File: src/sv/u2u8_pkg.sv
// Shared types, constants and the code point to UTF-8 byte function.
package u2u8_pkg;

   localparam logic [15:0] SurHighFirst = 16'hD800;
   localparam logic [15:0] SurHighLast  = 16'hDBFF;
   localparam logic [15:0] SurLowFirst  = 16'hDC00;
   localparam logic [15:0] SurLowLast   = 16'hDFFF;
   localparam logic [20:0] SupplBase    = 21'h10000;
   localparam logic [20:0] Max1Byte     = 21'h0007F;
   localparam logic [20:0] Max2Byte     = 21'h007FF;
   localparam logic [20:0] Max3Byte     = 21'h0FFFF;
   localparam logic [7:0]  Lead2        = 8'hC0;
   localparam logic [7:0]  Lead3        = 8'hE0;
   localparam logic [7:0]  Lead4        = 8'hF0;
   localparam logic [7:0]  ContMark     = 8'h80;

   localparam int MaxBytes = 6;
   localparam int CntW     = $clog2(MaxBytes + 1);

   typedef struct packed {
      logic [15:0] code_unit;
      logic        end_of_string;
      logic        wide_units;
   } item_type;

   typedef struct packed {
      logic [MaxBytes-1:0][7:0] bytes;
      logic [CntW-1:0]          cnt;
      logic                     eos;
   } group_type;

   typedef struct packed {
      logic [3:0][7:0] bytes;
      logic [2:0]      cnt;
   } cp_bytes_type;

   function automatic cp_bytes_type encode_cp(input logic [20:0] cp);
      cp_bytes_type r;
      r = '0;
      if (cp <= Max1Byte) begin
         r.bytes[0] = cp[7:0];
         r.cnt      = 3'd1;
      end else if (cp <= Max2Byte) begin
         r.bytes[0] = Lead2 | {3'b000, cp[10:6]};
         r.bytes[1] = ContMark | {2'b00, cp[5:0]};
         r.cnt      = 3'd2;
      end else if (cp <= Max3Byte) begin
         r.bytes[0] = Lead3 | {4'b0000, cp[15:12]};
         r.bytes[1] = ContMark | {2'b00, cp[11:6]};
         r.bytes[2] = ContMark | {2'b00, cp[5:0]};
         r.cnt      = 3'd3;
      end else begin
         r.bytes[0] = Lead4 | {5'b00000, cp[20:18]};
         r.bytes[1] = ContMark | {2'b00, cp[17:12]};
         r.bytes[2] = ContMark | {2'b00, cp[11:6]};
         r.bytes[3] = ContMark | {2'b00, cp[5:0]};
         r.cnt      = 3'd4;
      end
      return r;
   endfunction

endpackage

File: src/sv/u2u8_encode.sv
// Combinational encoder: one code unit plus held surrogate into a byte group.
module u2u8_encode (
   input  u2u8_pkg::item_type  item,
   input  logic                held_valid,
   input  logic [9:0]          held_high_bits,
   output u2u8_pkg::group_type grp,
   output logic                nxt_held_valid,
   output logic [9:0]          nxt_held_high_bits
);
   import u2u8_pkg::*;

   logic         is_high;
   logic         is_low;
   logic         pair;
   logic         prefix;
   logic         hold_new;
   logic [20:0]  cp_main;
   logic [15:0]  held_unit;
   cp_bytes_type pre_enc;
   cp_bytes_type cp_enc;
   logic [3:0][7:0] main_bytes;
   logic [2:0]      main_cnt;

   assign is_high  = (item.code_unit >= SurHighFirst) && (item.code_unit <= SurHighLast);
   assign is_low   = (item.code_unit >= SurLowFirst) && (item.code_unit <= SurLowLast);
   assign pair     = held_valid && item.wide_units && is_low;
   assign prefix   = held_valid && !pair;
   assign hold_new = item.wide_units && !pair && is_high && !item.end_of_string;

   assign held_unit = SurHighFirst + {6'b000000, held_high_bits};
   assign cp_main   = pair ? SupplBase + {1'b0, held_high_bits, item.code_unit[9:0]}
                           : {5'b00000, item.code_unit};

   assign pre_enc = encode_cp({5'b00000, held_unit});
   assign cp_enc  = encode_cp(cp_main);

   always_comb begin
      main_bytes = '0;
      main_cnt   = 3'd0;
      if (!item.wide_units) begin
         main_bytes[0] = item.code_unit[7:0];
         main_cnt      = 3'd1;
      end else if (!hold_new) begin
         main_bytes = cp_enc.bytes;
         main_cnt   = cp_enc.cnt;
      end
   end

   always_comb begin
      grp       = '0;
      grp.eos   = item.end_of_string;
      if (prefix) begin
         grp.bytes[0] = pre_enc.bytes[0];
         grp.bytes[1] = pre_enc.bytes[1];
         grp.bytes[2] = pre_enc.bytes[2];
         grp.bytes[3] = main_bytes[0];
         grp.bytes[4] = main_bytes[1];
         grp.bytes[5] = main_bytes[2];
         grp.cnt      = CntW'(3) + CntW'(main_cnt);
      end else begin
         grp.bytes[0] = main_bytes[0];
         grp.bytes[1] = main_bytes[1];
         grp.bytes[2] = main_bytes[2];
         grp.bytes[3] = main_bytes[3];
         grp.cnt      = CntW'(main_cnt);
      end
   end

   assign nxt_held_valid     = hold_new;
   assign nxt_held_high_bits = hold_new ? item.code_unit[9:0] : 10'd0;

endmodule

File: src/sv/u2u8_serializer.sv
// Result register for one byte group, sent one byte per transfer.
module u2u8_serializer (
   input  logic                clock,
   input  logic                reset,
   input  logic                load_valid,
   input  u2u8_pkg::group_type load_grp,
   output logic                load_ready,
   output logic                rsp_valid,
   input  logic                rsp_stall,
   output logic [7:0]          rsp_out_byte,
   output logic                rsp_run_last,
   output logic                rsp_string_done
);
   import u2u8_pkg::*;

   group_type       grp_ff, grp_in;
   logic            valid_ff, valid_in;
   logic [CntW-1:0] idx_ff, idx_in;
   logic            xfer;
   logic            at_last;

   assign at_last    = (idx_ff == grp_ff.cnt - CntW'(1));
   assign xfer       = valid_ff && !rsp_stall;
   assign load_ready = !valid_ff || (xfer && at_last);

   always_comb begin
      grp_in   = grp_ff;
      valid_in = valid_ff;
      idx_in   = idx_ff;
      if (load_ready) begin
         // take the next group, or drain empty
         valid_in = load_valid;
         idx_in   = '0;
         if (load_valid) begin
            grp_in = load_grp;
         end
      end else if (xfer) begin
         idx_in = idx_ff + CntW'(1);
      end
   end

   always_ff @(posedge clock) begin
      if (reset) begin
         valid_ff <= 1'b0;
         idx_ff   <= '0;
      end else begin
         valid_ff <= valid_in;
         idx_ff   <= idx_in;
      end
      grp_ff <= grp_in;
   end

   assign rsp_valid       = valid_ff;
   assign rsp_out_byte    = grp_ff.bytes[idx_ff[2:0]];
   assign rsp_run_last    = at_last;
   assign rsp_string_done = at_last && grp_ff.eos;

endmodule

File: src/sv/utf16_to_utf8_transcoder.sv
// Top level: input register, surrogate state, encoder and byte serializer.
// A unit in the input register is encoded and loaded into the serializer, whose
// result port sends one byte per transfer; a unit yields 0 to 6 bytes, and the
// next unit waits in the input register while those bytes go out.
// Reset clears the valid flags and the held high surrogate; payload is not reset.
module utf16_to_utf8_transcoder (
   input  logic        clock,
   input  logic        reset,
   input  logic        req_valid,
   output logic        req_stall,
   input  logic [15:0] req_code_unit,
   input  logic        req_end_of_string,
   input  logic        req_wide_units,
   output logic        rsp_valid,
   input  logic        rsp_stall,
   output logic [7:0]  rsp_out_byte,
   output logic        rsp_run_last,
   output logic        rsp_string_done
);
   import u2u8_pkg::*;

   item_type   item_ff, item_in;
   logic       item_valid_ff, item_valid_in;
   logic       held_valid_ff, held_valid_in;
   logic [9:0] held_high_bits_ff, held_high_bits_in;
   group_type  enc_grp;
   logic       enc_held_valid;
   logic [9:0] enc_held_bits;
   logic       load_ready;
   logic       item_move;
   logic       req_xfer;

   assign item_move = item_valid_ff && load_ready;
   assign req_stall = item_valid_ff && !load_ready;
   assign req_xfer  = req_valid && !req_stall;

   always_comb begin
      item_in           = item_ff;
      item_valid_in     = item_valid_ff && !item_move;
      held_valid_in     = held_valid_ff;
      held_high_bits_in = held_high_bits_ff;
      if (req_xfer) begin
         item_in       = '{code_unit: req_code_unit, end_of_string: req_end_of_string,
                           wide_units: req_wide_units};
         item_valid_in = 1'b1;
      end
      if (item_move) begin
         held_valid_in     = enc_held_valid;
         held_high_bits_in = enc_held_bits;
      end
   end

   always_ff @(posedge clock) begin
      if (reset) begin
         item_valid_ff     <= 1'b0;
         held_valid_ff     <= 1'b0;
         held_high_bits_ff <= '0;
      end else begin
         item_valid_ff     <= item_valid_in;
         held_valid_ff     <= held_valid_in;
         held_high_bits_ff <= held_high_bits_in;
      end
      item_ff <= item_in;
   end

   u2u8_encode u_encode (
      .item               (item_ff),
      .held_valid         (held_valid_ff),
      .held_high_bits     (held_high_bits_ff),
      .grp                (enc_grp),
      .nxt_held_valid     (enc_held_valid),
      .nxt_held_high_bits (enc_held_bits)
   );

   u2u8_serializer u_serializer (
      .clock           (clock),
      .reset           (reset),
      .load_valid      (item_valid_ff && (enc_grp.cnt != '0)),
      .load_grp        (enc_grp),
      .load_ready      (load_ready),
      .rsp_valid       (rsp_valid),
      .rsp_stall       (rsp_stall),
      .rsp_out_byte    (rsp_out_byte),
      .rsp_run_last    (rsp_run_last),
      .rsp_string_done (rsp_string_done)
   );

   a_eos_clears_held: assert property (@(posedge clock) disable iff (reset)
      (item_move && item_ff.end_of_string) |=> !held_valid_ff)
      else $error("surrogate still held after end of string");

   a_narrow_clears_held: assert property (@(posedge clock) disable iff (reset)
      (item_move && !item_ff.wide_units) |=> !held_valid_ff)
      else $error("surrogate still held after narrow unit");

   a_group_loads: assert property (@(posedge clock) disable iff (reset)
      (item_move && enc_grp.cnt != '0) |=> rsp_valid)
      else $error("byte group lost on load");

endmodule

File: config.mk
export PLATFORM = sky130hd
export DESIGN_NAME = utf16_to_utf8_transcoder
export DESIGN_NICKNAME = d
export VERILOG_FILES = /design/src/sv/u2u8_pkg.sv /design/src/sv/u2u8_encode.sv /design/src/sv/u2u8_serializer.sv /design/src/sv/utf16_to_utf8_transcoder.sv
export SDC_FILE = /design/constraint.sdc
export NUM_CORES = 1
export LEC_CHECK = 0
export ABC_AREA = 1
export BUFFER_PORTS_ARGS = -buffer_cell sky130_fd_sc_hd__buf_2
export CAP_MARGIN = 20
export CORE_MARGIN = 4
export CORE_UTILIZATION = 60
export DETAILED_ROUTE_END_ITERATION = 8
export GPL_ROUTABILITY_DRIVEN = 0
export GPL_TIMING_DRIVEN = 0
export MAX_ROUTING_LAYER = met4
export PLACE_DENSITY = 0.86
export RECOVER_POWER = 100
export SLEW_MARGIN = 20
export SYNTH_ARGS = -nofsm -noshare
export SYNTH_HDL_FRONTEND = slang
export SYNTH_SLANG_ARGS = --single-unit
export TNS_END_PERCENT = 100
File: constraint.sdc
create_clock -name clock -period 6.12 [get_ports clock]
set_clock_uncertainty 0.2 [all_clocks]
set_input_delay 0.918 -clock clock [delete_from_list [all_inputs] [get_ports clock]]
set_output_delay 0.918 -clock clock [all_outputs]
set_load 0.05 [all_outputs]
# Yosys cells after proc, flatten, opt, wreduce, memory -nomap -nowiden
# Index checks and enable logic that the tools add are counted.
dict set report word_totals {
  wordCells 82
  ff_bits 86
  input_bits 22
  output_inout_bits 12
}
dict set report classes {
  n_mux 23
  n_eq_ne 1
  addsub 5
  reduce_logical 27
  n_lt_le_gt_ge 10
}
# operator count
set ops {}
lappend ops {{$mux 27} 2}
lappend ops {{$mux 24} 2}
lappend ops {{$mux 35} 1}
lappend ops {{$ge 16x16->1 const B} 2}
lappend ops {{$le 16x16->1 const B} 2}
lappend ops {{$mux 16} 2}
lappend ops {{$mux 32} 1}
lappend ops {{$mux 8} 4}
lappend ops {{$mux 25} 1}
lappend ops {{$bmux 8 s3} 1}
lappend ops {{$mux 11} 2}
lappend ops {{$add 17x20->21 const A} 1}
lappend ops {{$le 21x11->1 const B} 1}
lappend ops {{$le 21x16->1 const B} 1}
lappend ops {{$le 21x7->1 const B} 1}
lappend ops {{$mux 21} 1}
lappend ops {{$mux 19} 1}
lappend ops {{$mux 17} 1}
lappend ops {{$add 15x11->16 const A} 1}
lappend ops {{$le 16x11->1 const B} 1}
lappend ops {{$le 16x7->1 const B} 1}
lappend ops {{$logic_and 1x1->1} 16}
lappend ops {{$mux 10} 1}
lappend ops {{$logic_not 1->1} 7}
lappend ops {{other kinds (11)} 12}

# Depth between registers and ports, before layout
dict set report depth {
  word_depth 17
  ltp_mapped 20
  depth_no_buf 19
}

# Modules after synthesis
# Synthesis repeated with hierarchy kept, for this count alone.
dict set report hier_totals {
  hier_cells 572
  area_unflattened_um2 4732.0
}
# module n_inst area_per_inst_um2 cells_each
set modules_own_cells {}
lappend modules_own_cells {u2u8_serializer 1 2274.7 181}
lappend modules_own_cells {u2u8_encode 1 1397.6 292}
lappend modules_own_cells {utf16_to_utf8_transcoder 1 1059.8 99}

# Worst setup path after synthesis
# Ideal clock, no wire load.
dict set report synth_timing {
  path_kind {register to register}
  startpoint {register held_high_bits_ff[6]}
  endpoint {register u_serializer.grp_ff[0] in the netlist's numbering (enable)}
  stages_incl_launch_ff 16
  path_slack_ps 830
  t_required_ps 5451
  n_path_buf 1
  setup_ps 469
  arrival_time_ps 4621
  cell_sequence {dfxtp_1 -> ha_1 -> xor2_1 -> o21ai_2 -> nand2_2 -> nor2_4 -> nand3_4 -> nand2_4 -> inv_2 -> buf_6 -> nand2_1 -> ha_1 -> or2_2 -> nand2_1 -> nor2_1 -> a21oi_1}
}
# element line_no
set synth_lines {}
lappend synth_lines {{from (decl)} utf16_to_utf8_transcoder.sv:25} ;# logic [9:0] held_high_bits_ff, held_high_bits_in;
lappend synth_lines {{from (signal assigned)} utf16_to_utf8_transcoder.sv:61} ;# held_high_bits_ff <= held_high_bits_in;
lappend synth_lines {{to (signal assigned)} u2u8_serializer.sv:50} ;# grp_ff <= grp_in;
lappend synth_lines {{to (decl)} u2u8_serializer.sv:16} ;# group_type grp_ff, grp_in;

==> impl_metrics.json <==
{
  "cp.required_ns": 5.97,
  "worstReg2RegEnd": "u_serializer.grp_ff[33]",
  "place_ws_ns": 2.084,
  "num-fill-cells": 500,
  "reg2reg_slack_ns": 1.30,
  "die_h_um": 90.58,
  "drive_above_1_share_pct": 11.40,
  "port_buffers": 33,
  "avgViaCountPerCell": 5.844,
  "hold_path_class": "flip-flop to flip-flop",
  "cts_max_level": 3,
  "dr.pass1.iters": 6,
  "grt_pass1_wl_um": 15540,
  "insertion_delay_ns": 0.35,
  "irDropWorstVdd_uv": 172.7,
  "slew_headroom_pct": 46.09,
  "placed_area_um2": 4392,
  "cts_hold_repair.buffers": 0,
  "clk_pin_slew_ns": 0.08,
  "drv_slew": 0,
  "cts_root_buf": "clkbuf_8",
  "ys.flop_type": "edfxtp_1",
  "drc": 0,
  "cts_buffers": 9,
  "hp-start": "held_high_bits_ff[3]",
  "post_cts.repair.setup_buffers": 0,
  "antenna_cells": 0,
  "r2r_cells": 18,
  "cp-start-kind": "flip-flop",
  "worst_slew_pin_slew_ns": 0.8068,
  "post-route-period-util_pct": 78.83,
  "fin_nets": 521,
  "cts_buffer_depth": 2,
  "drt-total-wl_um": 9205,
  "synth_edf_count": 66,
  "antenna_found_initial": 0,
  "drtIter0Drc": 377,
  "synth-seq-area-share_pct": 56.27,
  "synthCells": 450,
  "arrival_ns": 4.68,
  "io-pin-count": 34,
  "synth_cell_types": 41,
  "critPathKind": "flip-flop to flip-flop",
  "reg2reg_from": "item_ff[15]",
  "grt.overflow.total": 0,
  "end_kind": "flip-flop",
  "grt_start_max_net_pins": 26,
  "post-route-util_pct": 69.83,
  "syn_nets": 476,
  "finalSetupViolations": 0,
  "cts_tree": "yes",
  "num_rows": 29,
  "ys_warn_count": 0,
  "final_cell_area_um2": 4536,
  "drv_cap": 0,
  "cts_resized": 0,
  "fmax_mhz": 207.3,
  "p_leak_uw": 0.001775,
  "synth_area_um2": 4091,
  "core-area_um2": 6495,
  "ys_ff_latch": 82,
  "finalHoldViolations": 0,
  "ant_nets": 0,
  "timing.hold.ws_ns": 0.2866,
  "track_usage_pct": 24.40,
  "start_util_pct": 62.99,
  "min_path_cells": 2,
  "cp_max_fo": 25,
  "rsz0062_at_grt": "no",
  "area_delta_synth_final_pct": 10.86,
  "placed_cells": 561,
  "fin_cells": 577,
  "p_per_area_nw_per_um2": 248.7,
  "cts_sinks": 82,
  "first_global_vias": 3259,
  "status": "completed",
  "die_w_um": 90.58,
  "dieArea_um2": 8204,
  "fin_crit_ns": 4.824,
  "timing.final.ws_setup_ns": 1.296,
  "routedWlPerCell_um": 15.95,
  "avgSynthCellArea_um2": 9.092,
  "vias": 3372,
  "ys_async_sr_fraction_pct": 0,
  "seq_area_um2": 2302,
  "whs_endpoint": "held_high_bits_ff[3]",
  "dp_hpwl_um": 6999,
  "multiInputGateArea_um2": 1528
}
[area by class of cell]
cell class | instances | area share, %
multi-input cells | 308 | 33.68
inverters | 44 | 3.697
well taps | 77 | 2.124
flip-flops and latches | 82 | 50.76
repair buffers | 34 | 3.917
clock buffers | 12 | 3.200
plain buffers | 16 | 1.490
clock inverters | 4 | 1.131
[registers in the layout, indices dropped and copies added, names as in the netlist]
| signal | flops |
|---|---|
| held_high_bits_ff | 10 |
| held_valid_ff | 1 |
| item_ff | 18 |
| item_valid_ff | 1 |
| u_serializer.grp_ff | 48 |
| u_serializer.idx_ff | 3 |
| u_serializer.rsp_valid | 1 |
[critical path, stage by stage (launching register included)]
cell      delay [ns]
edfxtp_1        0.40
inv_1           0.08
nand2_1         0.05
nor2_1          0.30
nand2_1         0.21
o21ai_0         0.55
nand2_1         0.25
inv_1           0.11
nand3_1         0.17
nand2_1         0.27
inv_2           0.11
buf_6           0.16
nand2_1         0.06
ha_1            0.22
or2_2           0.28
nand2_1         0.08
nor2_1          0.07
a21oi_4         0.67
buf_16          0.25
[synth_stat cells, types with 2 or more instances]
library cell / count / area share (%)
nand2_1: 100 / 9.2
edfxtp_1: 66 / 48
nor2_1: 52 / 4.8
inv_1: 37 / 3.4
o21ai_0: 37 / 4.5
a21oi_1: 22 / 2.7
nand3_1: 17 / 2.1
dfxtp_1: 16 / 7.8
o21ai_1: 16 / 2.0
o22ai_1: 15 / 2.3
clkbuf_1: 13 / 1.2
inv_2: 5 / 0.46
nand2_2: 5 / 0.76
o21ai_2: 5 / 1.1
ha_1: 4 / 1.2
xor2_1: 4 / 0.86
a22oi_1: 3 / 0.55
nand3b_1: 3 / 0.55
nor2_4: 3 / 0.83
o211ai_1: 3 / 0.55
nand3_2: 2 / 0.49
nand4_1: 2 / 0.31
xnor2_1: 2 / 0.43
[routing by layer]
layer  wire length, um  GRT usage (%)  vias to the layer above
met4               251          9.056                        0
met1              3750          30.22                     1552
li1                  -              -                     1626
met5                 0              -                        -
met2              4509          39.84                      165
met3               694          4.750                       29
[metrics by stage]
step                setup TNS, ns  total power [uW]
finish                          0              1128
detailed placement              0             759.3
global route                    0              1173
floorplan                       0             725.8
CTS                             0              1137
global placement           -3.329             752.8
[cells by family after synthesis]
| family | count (synthesis) | synth area share [%] |
|---|---|---|
| compound gates | 106 | 14.89 |
| buf+inv | 60 | 5.780 |
| fa+ha+maj | 4 | 1.223 |
| xor+xnor | 6 | 1.284 |
| simple gates | 192 | 20.55 |
| flops | 82 | 56.27 |
[where the power goes]
group	internal [uW]	switching [uW]	total, uW
registers	631	13.0	644
logic	28.5	73.0	102
clock network	200	183	383
total	859	269	1130
[worst max-delay path by stage]
| stage | startpoint | end | slack [ns] | cells past startpoint |
|---|---|---|---|---|
| after global routing | item_ff[15] | u_serializer.grp_ff[23] | 0.89 | 18 |
| after floorplan | held_high_bits_ff[6] | u_serializer.grp_ff[0] | 0.83 | 15 |
| after detailed placement | item_ff[15] | u_serializer.grp_ff[8] | 2.08 | 18 |
| after CTS | item_ff[15] | u_serializer.grp_ff[8] | 2.06 | 18 |
| final | item_ff[15] | u_serializer.grp_ff[33] | 1.30 | 18 |
| after global placement | item_ff[15] | u_serializer.grp_ff[8] | -0.07 | 17 |
[layout by cell type (no fill, tap or decap), types with 4 or more instances in the layout]
cell type and instances:
a21oi_1 22, buf_2 21, clkbuf_1 29, clkbuf_8 10
dfxtp_1 16, edfxtp_1 66, ha_1 4, inv_1 38
inv_2 4, nand2_1 102, nand2_2 4, nand3_1 18
nor2_1 53, o21ai_0 51, o21ai_1 4, o22ai_1 15
xor2_1 4
(Power assumes the default switching activity.)
